**src/rtl/uapq_pkg.sv**
```systemverilog
package uapq_pkg;

   // operation codes carried in req_tuser
   localparam logic [1:0] FUNC_INSERT  = 2'd0;
   localparam logic [1:0] FUNC_PEEK    = 2'd1;
   localparam logic [1:0] FUNC_EXTRACT = 2'd2;
   localparam logic [1:0] FUNC_MODIFY  = 2'd3;

   // status codes carried in rsp_tuser
   localparam logic [1:0] STATUS_OK       = 2'd0;
   localparam logic [1:0] STATUS_EMPTY    = 2'd1;
   localparam logic [1:0] STATUS_FULL     = 2'd2;
   localparam logic [1:0] STATUS_NOTFOUND = 2'd3;

   localparam int unsigned DATA_W  = 32;
   localparam int unsigned OCC_W   = 7;
   localparam int unsigned ENTRY_W = 2 * DATA_W;
   localparam int unsigned REQ_W   = 64;
   localparam int unsigned RSP_W   = 72;

   // one stored entry, value in the low half
   typedef struct packed {
      logic signed [DATA_W-1:0] priority_f;
      logic signed [DATA_W-1:0] value_f;
   } entry_type;

endpackage

```
**src/rtl/unsorted_array_priority_queue.sv**
```systemverilog
// Max priority queue of up to CAPACITY (value, priority) entries held unsorted in one
// RAM. Each request word carries an operation in req_tuser (insert, peek, extract max,
// modify key) and returns exactly one response word with a status in rsp_tuser. Insert
// appends. Peek, extract and modify read the stored entries one per cycle through the
// single RAM read port; extract then writes the last entry back into the vacated slot,
// and a modify that hits stops the scan early. Equal priorities resolve to the lowest
// index. One request is worked on at a time; the next request is accepted while a
// finished response still waits on rsp_tready. The RAM is not cleared after reset:
// only entries below the count are ever read.
module unsorted_array_priority_queue
   import uapq_pkg::*;
#(
   parameter int unsigned CAPACITY = 64
) (
   input  logic             clock,
   input  logic             reset,
   input  logic             req_tvalid,
   output logic             req_tready,
   input  logic [REQ_W-1:0] req_tdata,   // item_value[31:0], item_priority[63:32]
   input  logic [1:0]       req_tuser,   // func[1:0]
   output logic             rsp_tvalid,
   input  logic             rsp_tready,
   output logic [RSP_W-1:0] rsp_tdata,   // out_value[31:0], out_priority[63:32],
                                         // occupancy[70:64], zero[71]
   output logic [1:0]       rsp_tuser    // status[1:0]
);

   localparam int unsigned AW    = $clog2(CAPACITY);
   localparam int unsigned CNT_W = $clog2(CAPACITY + 1);

   localparam logic [2:0] S_IDLE = 3'd0;
   localparam logic [2:0] S_EXEC = 3'd1;
   localparam logic [2:0] S_SCAN = 3'd2;
   localparam logic [2:0] S_WB   = 3'd3;
   localparam logic [2:0] S_DONE = 3'd4;

   logic [2:0]              state_ff, state_in;
   logic [CNT_W-1:0]        cnt_ff, cnt_in;
   logic [1:0]              func_ff, func_in;
   entry_type               item_ff, item_in;
   logic [CNT_W-1:0]        issue_ff, issue_in;
   logic                    rvalid_ff, rvalid_in;
   logic [AW-1:0]           ridx_ff, ridx_in;
   entry_type               best_ff, best_in;
   logic [AW-1:0]           best_idx_ff, best_idx_in;
   entry_type               last_ff, last_in;
   logic [1:0]              res_status_ff, res_status_in;
   entry_type               res_ff, res_in;
   logic                    rsp_valid_ff, rsp_valid_in;
   logic [1:0]              rsp_status_ff, rsp_status_in;
   entry_type               rsp_ent_ff, rsp_ent_in;
   logic [OCC_W-1:0]        rsp_occ_ff, rsp_occ_in;

   logic                    wr_en;
   logic [AW-1:0]           wr_addr;
   entry_type               wr_data;
   logic                    rd_en;
   logic [ENTRY_W-1:0]      rd_data;
   entry_type               rd_ent;
   logic [CNT_W-1:0]        cnt_m1;
   logic [AW-1:0]           last_idx;
   logic                    at_last;
   logic                    take_new;
   entry_type               best_next;
   logic [AW-1:0]           best_idx_next;
   logic [CNT_W+OCC_W-1:0]  cnt_ext;
   logic                    out_free;

   uapq_ram #(
      .WIDTH(ENTRY_W),
      .DEPTH(CAPACITY)
   ) u_ram (
      .clock  (clock),
      .wr_en  (wr_en),
      .wr_addr(wr_addr),
      .wr_data(wr_data),
      .rd_en  (rd_en),
      .rd_addr(issue_ff[AW-1:0]),
      .rd_data(rd_data)
   );

   assign rd_ent   = entry_type'(rd_data);
   assign cnt_m1   = cnt_ff - CNT_W'(1);
   assign last_idx = cnt_m1[AW-1:0];
   assign at_last  = (ridx_ff == last_idx);
   assign rd_en    = (state_ff == S_SCAN) && (issue_ff < cnt_ff);
   assign out_free = !rsp_valid_ff || rsp_tready;
   assign cnt_ext  = (CNT_W + OCC_W)'(cnt_ff);

   // running maximum including the word now on the read port
   assign take_new      = (ridx_ff == '0) || (rd_ent.priority_f > best_ff.priority_f);
   assign best_next     = take_new ? rd_ent : best_ff;
   assign best_idx_next = take_new ? ridx_ff : best_idx_ff;

   assign req_tready = (state_ff == S_IDLE);

   // sequencer
   always_comb begin
      state_in      = state_ff;
      cnt_in        = cnt_ff;
      func_in       = func_ff;
      item_in       = item_ff;
      issue_in      = issue_ff;
      rvalid_in     = rd_en;
      ridx_in       = issue_ff[AW-1:0];
      best_in       = best_ff;
      best_idx_in   = best_idx_ff;
      last_in       = last_ff;
      res_status_in = res_status_ff;
      res_in        = res_ff;
      rsp_valid_in  = rsp_valid_ff && !rsp_tready;
      rsp_status_in = rsp_status_ff;
      rsp_ent_in    = rsp_ent_ff;
      rsp_occ_in    = rsp_occ_ff;
      wr_en         = 1'b0;
      wr_addr       = cnt_ff[AW-1:0];
      wr_data       = item_ff;
      if (rd_en) begin
         issue_in = issue_ff + CNT_W'(1);
      end
      unique case (state_ff)
         S_IDLE: begin
            if (req_tvalid) begin
               func_in  = req_tuser;
               item_in  = entry_type'(req_tdata);
               issue_in = '0;
               state_in = S_EXEC;
            end
         end
         S_EXEC: begin
            res_status_in = STATUS_OK;
            res_in        = '0;
            state_in      = S_DONE;
            unique case (func_ff)
               FUNC_INSERT: begin
                  if (cnt_ff >= CNT_W'(CAPACITY)) begin
                     res_status_in = STATUS_FULL;
                  end else begin
                     wr_en  = 1'b1;
                     cnt_in = cnt_ff + CNT_W'(1);
                  end
               end
               FUNC_PEEK, FUNC_EXTRACT: begin
                  if (cnt_ff == '0) begin
                     res_status_in = STATUS_EMPTY;
                     res_in        = '1;
                  end else begin
                     state_in = S_SCAN;
                  end
               end
               FUNC_MODIFY: begin
                  if (cnt_ff == '0) begin
                     res_status_in = STATUS_NOTFOUND;
                  end else begin
                     state_in = S_SCAN;
                  end
               end
               default: begin
                  state_in = S_DONE;
               end
            endcase
         end
         S_SCAN: begin
            if (rvalid_ff) begin
               if (func_ff == FUNC_MODIFY) begin
                  // first value match takes the new priority
                  if (rd_ent.value_f == item_ff.value_f) begin
                     wr_en    = 1'b1;
                     wr_addr  = ridx_ff;
                     wr_data  = item_ff;
                     state_in = S_DONE;
                  end else if (at_last) begin
                     res_status_in = STATUS_NOTFOUND;
                     state_in      = S_DONE;
                  end
               end else begin
                  best_in     = best_next;
                  best_idx_in = best_idx_next;
                  if (at_last) begin
                     last_in  = rd_ent;
                     res_in   = best_next;
                     state_in = (func_ff == FUNC_EXTRACT) ? S_WB : S_DONE;
                  end
               end
            end
         end
         S_WB: begin
            // last entry fills the hole left by the maximum
            wr_en    = 1'b1;
            wr_addr  = best_idx_ff;
            wr_data  = last_ff;
            cnt_in   = cnt_m1;
            state_in = S_DONE;
         end
         S_DONE: begin
            if (out_free) begin
               rsp_valid_in  = 1'b1;
               rsp_status_in = res_status_ff;
               rsp_ent_in    = res_ff;
               rsp_occ_in    = cnt_ext[OCC_W-1:0];
               state_in      = S_IDLE;
            end
         end
         default: begin
            state_in = S_IDLE;
         end
      endcase
   end

   // control state
   always_ff @(posedge clock) begin
      if (reset) begin
         state_ff     <= S_IDLE;
         cnt_ff       <= '0;
         issue_ff     <= '0;
         rvalid_ff    <= 1'b0;
         rsp_valid_ff <= 1'b0;
      end else begin
         state_ff     <= state_in;
         cnt_ff       <= cnt_in;
         issue_ff     <= issue_in;
         rvalid_ff    <= rvalid_in;
         rsp_valid_ff <= rsp_valid_in;
      end
   end

   // payload
   always_ff @(posedge clock) begin
      func_ff       <= func_in;
      item_ff       <= item_in;
      ridx_ff       <= ridx_in;
      best_ff       <= best_in;
      best_idx_ff   <= best_idx_in;
      last_ff       <= last_in;
      res_status_ff <= res_status_in;
      res_ff        <= res_in;
      rsp_status_ff <= rsp_status_in;
      rsp_ent_ff    <= rsp_ent_in;
      rsp_occ_ff    <= rsp_occ_in;
   end

   assign rsp_tvalid = rsp_valid_ff;
   assign rsp_tuser  = rsp_status_ff;
   assign rsp_tdata  = {1'b0, rsp_occ_ff, rsp_ent_ff};

endmodule

```
**src/rtl/uapq_ram.sv**
```systemverilog
// generic simple dual-port RAM, one write and one registered read port
module uapq_ram #(
   parameter int unsigned WIDTH = 64,
   parameter int unsigned DEPTH = 64
) (
   input  logic                     clock,
   input  logic                     wr_en,
   input  logic [$clog2(DEPTH)-1:0] wr_addr,
   input  logic [WIDTH-1:0]         wr_data,
   input  logic                     rd_en,
   input  logic [$clog2(DEPTH)-1:0] rd_addr,
   output logic [WIDTH-1:0]         rd_data
);

   logic [WIDTH-1:0] mem [DEPTH];
   logic [WIDTH-1:0] rd_data_ff;

   always_ff @(posedge clock) begin
      if (wr_en) begin
         mem[wr_addr] <= wr_data;
      end
      if (rd_en) begin
         rd_data_ff <= mem[rd_addr];
      end
   end

   assign rd_data = rd_data_ff;

endmodule
```
**config.mk**
```make
export PLATFORM = sky130hd
export DESIGN_NAME = unsorted_array_priority_queue
export DESIGN_NICKNAME = d
export VERILOG_FILES = /design/src/rtl/uapq_pkg.sv /design/src/rtl/unsorted_array_priority_queue.sv /design/src/rtl/uapq_ram.sv
export SDC_FILE = /design/constraint.sdc
export NUM_CORES = 2
export LEC_CHECK = 0
export ABC_AREA = 0
export BUFFER_PORTS_ARGS = -buffer_cell sky130_fd_sc_hd__buf_2
export CAP_MARGIN = 20
export CORE_ASPECT_RATIO = 0.9
export CORE_UTILIZATION = 40
export CTS_CLUSTER_SIZE = 24
export DETAILED_ROUTE_END_ITERATION = 7
export GPL_TIMING_DRIVEN = 0
export SLEW_MARGIN = 10
export SYNTH_ARGS = -nofsm -noshare
export SYNTH_HDL_FRONTEND = slang
export SYNTH_SLANG_ARGS = --single-unit
```
**constraint.sdc**
```tcl
create_clock -name clock -period 6.1 [get_ports clock]
set_input_delay 0.305 -clock clock [delete_from_list [all_inputs] [get_ports clock]]
set_output_delay 0.305 -clock clock [all_outputs]
set_load 0.01 [all_outputs]
```
Yosys cells after proc, flatten, opt, wreduce, memory -nomap -nowiden
Memories as Yosys holds them, arrays and structs flattened. A register that Yosys moved wholly into a read port is not among the register bits.
Cells that the tools add are included.
{"block": "op_classes", "add_sub_neg": 3, "order_cmp": 3, "n_eq_ne": 20, "muxes": 48, "bitwise": 1, "reduce_logical": 23}
{"operator": "64-bit 2-to-1 mux", "n": 7}
{"operator": "64-bit case mux with 2 select lines", "n": 1}
{"operator": "7-bit 2-to-1 mux", "n": 5}
{"operator": "32-bit == test", "n": 1}
{"operator": "32-bit greater-than comparator", "n": 1}
{"operator": "3-bit 2-to-1 mux", "n": 10}
{"operator": "6-bit 2-to-1 mux", "n": 3}
{"operator": "3-bit case mux with 5 select lines", "n": 1}
{"operator": "7-bit by 1-bit adder with 7-bit output (second input constant)", "n": 2}
{"operator": "2-bit inequality test (second input constant)", "n": 7}
{"operator": "7-bit case mux with 2 select lines", "n": 1}
{"operator": "2-bit 2-to-1 mux", "n": 6}
{"operator": "6-bit case mux with 2 select lines", "n": 1}
{"operator": "4-bit AND reduction", "n": 3}
{"operator": "1-bit 2-to-1 mux", "n": 10}
{"operator": "5-bit AND reduction", "n": 2}
{"operator": "7-bit greater-or-equal comparator (second input constant)", "n": 1}
{"operator": "7-bit logical NOT", "n": 1}
{"operator": "7-bit less-than comparator", "n": 1}
{"operator": "7-bit by 1-bit subtractor with 7-bit output (second input constant)", "n": 1}
{"operator": "3-bit by 2-bit == test with 1-bit output (second input constant)", "n": 2}
{"operator": "6-bit == test", "n": 1}
{"operator": "6-bit logical NOT", "n": 1}
{"operator": "3-bit by 2-bit inequality test with 1-bit output (second input constant)", "n": 2}
{"operator": "other kinds (19)", "n": 27}
{"block": "totals", "regBits": 364, "ram_bits": 4096, "inputBits": 70, "output_inout_bits": 76, "mem_count": 1}
{"memory": "u_ram.mem", "depth": 64, "width": 64, "read_ports": 1, "rd_clocked_by_memory_dff": 1, "write_ports": 1, "line": "uapq_ram.sv:15", "rtl": "logic [WIDTH-1:0] mem [DEPTH];"}

Depth between registers and ports, before layout
{"block": "logic_depth", "ltp_word": 7, "depth_mapped": 12, "mapped_depth_nobuf": 10}

Cells and area by module
From an unflattened synthesis, not the netlist that was laid out.
{"block": "unflattened", "hier_cells": 7677, "area_unflattened_um2": 172301.5}
{"module": "uapq_ram", "n_inst": 1, "cells_each": 6598, "area_each_um2": 156996.8, "seq_area_each_um2": 124919.8}
{"module": "unsorted_array_priority_queue", "n_inst": 1, "cells_each": 1079, "area_each_um2": 15304.7, "seq_area_each_um2": 10680.2}

Worst setup path after synthesis
OpenSTA, ideal clock, no wires.
{"block": "synth_timing", "path_type": "reg-to-reg", "start": "register u_ram.rd_data_ff[30] (netlist: u_ram.rd_data[30]) (read register of u_ram.mem)", "end": "memory u_ram.mem[34][0] (enable)", "setup_time_ns": 0.486, "arrival_ns": 4.954, "required_time_ns": 5.614, "path_slack_ns": 0.660, "stages_incl_launch_ff": 10, "n_path_buf": 1, "path_cell_list": "edfxtp_1 -> xor2_1 -> nor4_2 -> and4_1 -> buf_2 -> nand2_1 -> o211a_1 -> nor2_1 -> or4b_1 -> nor2_1"}
{"block": "synth_via", "elab_chain_len": 7, "word_cells_on_any_way": 11, "cone_classes": "eq/ne: 1; mux: 10"}
{"element": "start: declaration", "line": "uapq_ram.sv:16", "rtl": "logic [WIDTH-1:0] rd_data_ff;"}
{"element": "32-bit == test (*)", "line": "unsorted_array_priority_queue.sv:167", "rtl": "if (rd_ent.value_f == item_ff.value_f) begin"}
{"element": "1-bit 2-to-1 mux", "line": "unsorted_array_priority_queue.sv:167"}
{"element": "1-bit 2-to-1 mux", "line": "unsorted_array_priority_queue.sv:165", "rtl": "if (func_ff == FUNC_MODIFY) begin"}
{"element": "1-bit 2-to-1 mux", "line": "unsorted_array_priority_queue.sv:164", "rtl": "if (rvalid_ff) begin"}
{"element": "1-bit case mux with 3 select lines", "line": "unsorted_array_priority_queue.sv:121", "rtl": "unique case (state_ff)"}
{"element": "1-bit 2-to-1 mux", "line": "uapq_ram.sv:19", "rtl": "if (wr_en) begin"}
{"element": "1-bit 2-to-1 mux (implied by the code)", "line": "uapq_ram.sv:20", "rtl": "mem[wr_addr] <= wr_data;"}
{"element": "end: declaration", "line": "uapq_ram.sv:15"}
Every way passes the cells marked *; elsewhere a longest branch is shown, timed or not.

Worst setup path after layout
{"block": "layout_timing", "start": "register u_ram.rd_data_ff[27] (netlist: u_ram.rd_data[27]) (read register of u_ram.mem)", "end": "memory u_ram.mem[0][57] (enable)"}
Same word-level chain as after synthesis.

==> results.yml <==
status:
  status: "complete, but fails checks"
  violations: "negative setup slack"
yosys:
  yosys_most_used_dff: "edfxtp_1"
  async_flop_share_pct: 0
  synth_cells: 6998
  yosys_register_bits: 4524
  synth_edf_count: 4499
  seq_area_frac_synth_pct: 78.6
  synth_area_leader_cell: "edfxtp_1"
  yosysUniqueCellTypes: 64
  syn_area_per_cell_sq_um: 24.7
  synth_top_cell_area_share_pct: 78.3
  syn_area_sq_um: 173000
  yosysWarnings: 0
  synth_nets: 7114
  yosys-top-cells-area: "edfxtp_1 78%, mux4_2 18%, nand2_1 0.50%, clkbuf_1 0.45%, mux2_4 0.35%"
cells_and_area:
  fill_cells: 34100
  multi_input_area_sq_um: 35900
  stdcell_count: 14200
  drive_gt1_share_pct: 34.0
  finish.utilization_pct: 47.8
  ff_latch_area_sq_um: 136000
  fin_area_sq_um: 205000
  syn2layout_area_growth_pct: 18.9
  nets: 8217
timing:
  fmax_mhz: 159
  tightest_slew_ns: 1.27
  drv_slew: 0
  rsz0062_at_grt: "false"
  tns_ns: -5.48
  finalCritPeriodShare_pct: 103
  fin_ws_ns: -0.185
  hold_violations: 0
  setup_viol_count_final: 61
  skew_ns: 0.105
  period_needed_ns: 6.29
  max_slew_margin_pct: 14.4
  whs_ns: 0.0636
setup_path:
  slowest_delay_ns: 1.06
  arrival_ns: 6.91
  cp-start-kind: "register"
  cp_common_cell: "buf_12"
  worstPathCellList: "xor2_1, buf_6, nor4_2, nand4_2, o311ai_1, o211ai_1, inv_1, nand4b_1, nor2_4, buf_12, buf_12"
  path_max_fanout: 18
  critPathSlowestCell: "nor4_2"
  cp.required_ns: 6.72
  critical_path_class: "register to register"
  end_kind: "register"
clock_tree:
  htreeDepth: 5
  cts_root_buf: "clkbuf_16"
  clk_path_buf_depth: 4
  ctsResizeCount: 0
  cts_tree: "done"
  clkTransAtPathRegs_ns: 0.06
  clock-sinks: 4524
  numCtsBuffers: 451
  worst_skew_pair.late_latency_ns: 1.03
global_routing:
  grt.overflow.total: 0
  grt_max_degree: 64
  track_usage_pct: 22.1
  grt_pass1_vias: 83700
  grt_pass1_wl_mm: 667
  grt_antenna_before_repair: 40
place:
  dpl.cell_count: 13200
  hpwl_mm: 340
  gp_congestion: 0.820
  port_buffers: 144
  postPlaceCellArea_sq_um: 189000
die:
  fp.dieArea_sq_um: 434000
  coreArea_sq_um: 429000
  initial_utilization_pct: 40.2
  io_pins: 146
  num_rows: 228
  die_x_um: 694
  die_h_um: 625
drt:
  post-route-drc-count: 0
  drt_iter0_drc: 11700
  vias: 82600
  vias_per_cell: 5.80
  wirelength_mm: 482
  first_pass_iters: 8
  wl_per_cell_um: 33.9
  ant_nets: 0
worst_hold_path:
  hold_class: "primary input to register"
power_and_ir_drop:
  p_leak_nw: 63.3
  p_per_area_nw_per_um2: 320
  ir_drop_v: 0.000277
job:
  drv_cap: 0
sequential cells by signal (all words and copies together) (netlist names), 2 cells and up:
name,count
u_ram.rd_data,64
res_status_ff,2
rsp_occ_ff,7
best_ff,64
item_ff,64
u_ram.mem,4096
best_idx_ff,6
cnt_ff,7
last_ff,64
rsp_tdata,64
func_ff,2
state_ff,3
res_ff,64
rsp_tuser,2
issue_ff,7
ridx_ff,6
area by class of cell:
class	count	area share (%)
inverter	51	0.0933
timing repair buffer	650	4.76
clock inverter	272	1.55
buffer	349	0.767
sequential	4524	66.1
antenna	26	0.0317
clock buffer	544	5.70
tap	5750	3.51
multi-input combinational	2074	17.5
layer usage:
metal	GRT usage (%)	wire, um
met1	29.8	185000
met2	35.0	228000
met3	4.68	45500
met4	9.31	23300
met5	0	84
synth_stat cells, types with 5 or more instances:
master,instances
xnor2_1,11
a21bo_1,49
and3_1,7
buf_2,108
clkbuf_1,207
nand2_1,232
a21bo_2,15
o21ai_0,8
ha_1,46
nand2b_1,5
buf_1,23
dfxtp_1,25
mux4_2,1344
nor4_2,10
inv_1,50
nand3_1,21
a31oi_1,5
a21oi_1,25
nor2b_1,7
buf_6,9
or3_1,6
edfxtp_1,4499
nor2_1,97
nor3_1,11
mux2_4,40
xor2_1,37
mux2_2,21
nand4_1,14
placed cells by master (no fill, tap or decap), types with 68 or more instances in the layout:
master	Yosys	final
nand2_1	232	168
buf_16	0	80
edfxtp_1	4499	4499
clkinv_2	0	68
buf_12	0	254
clkinv_1	0	98
buf_2	108	254
clkbuf_16	0	454
mux4_2	1344	1344
dlygate4sd3_1	0	127
clkbuf_1	207	268
cell families (layout without fill, tap and decap cells):
group	count (synthesis)	in the layout	synth area share [%]
AOI/OAI and AO/OA	137	137	0.667
xor gates and xnor gates	48	48	0.244
adders and majority gates	46	46	0.334
buffers and inverters	400	1866	0.992
DFF	4524	4524	78.6
muxes	1412	1412	18.1
other	1	27	0.00217
and+or+nand+nor	430	430	1.11
report_power, final:
part | internal [mW] | switching, mW
clock network | 16.3 | 11.8
logic | 0.681 | 1.64
registers | 35.2 | 0.149
metrics by stage:
stage / total power [mW] / worst slack [ns]
floorplan: 37.0 / 0.660
global placement: 37.9 / -5.94
detailed placement: 38.2 / 0.111
CTS: 66.0 / 0.0570
global route: 67.3 / 0.0125
finish: 65.7 / -0.185
worst paths after layout:
check,from,to,slack [ns],cells past startpoint
max reg2reg,u_ram.rd_data[27],u_ram.mem[0][57],-0.19,11
min reg2reg,issue_ff[2],ridx_ff[2],0.41,0
max,u_ram.rd_data[27],u_ram.mem[0][57],-0.19,11
min,req_tdata[56],item_ff[56],0.06,2
critical path, delay by kind of cell (launching register included):
kind / cells / cell delay, ns
buffers and inverters: 4 / 0.88
DFF: 1 / 0.58
and+or+nand+nor: 4 / 3.38
AOI/OAI and AO/OA: 2 / 0.69
xor gates and xnor gates: 1 / 0.28
timing repair:
action / in CTS / in global routing
endpoints found under the setup margin: 0 / 39
buffers inserted: 0 / 16
hold endpoints to repair: 102 / 0
hold buffers: 127 / 0
(Power assumes the default switching activity.)
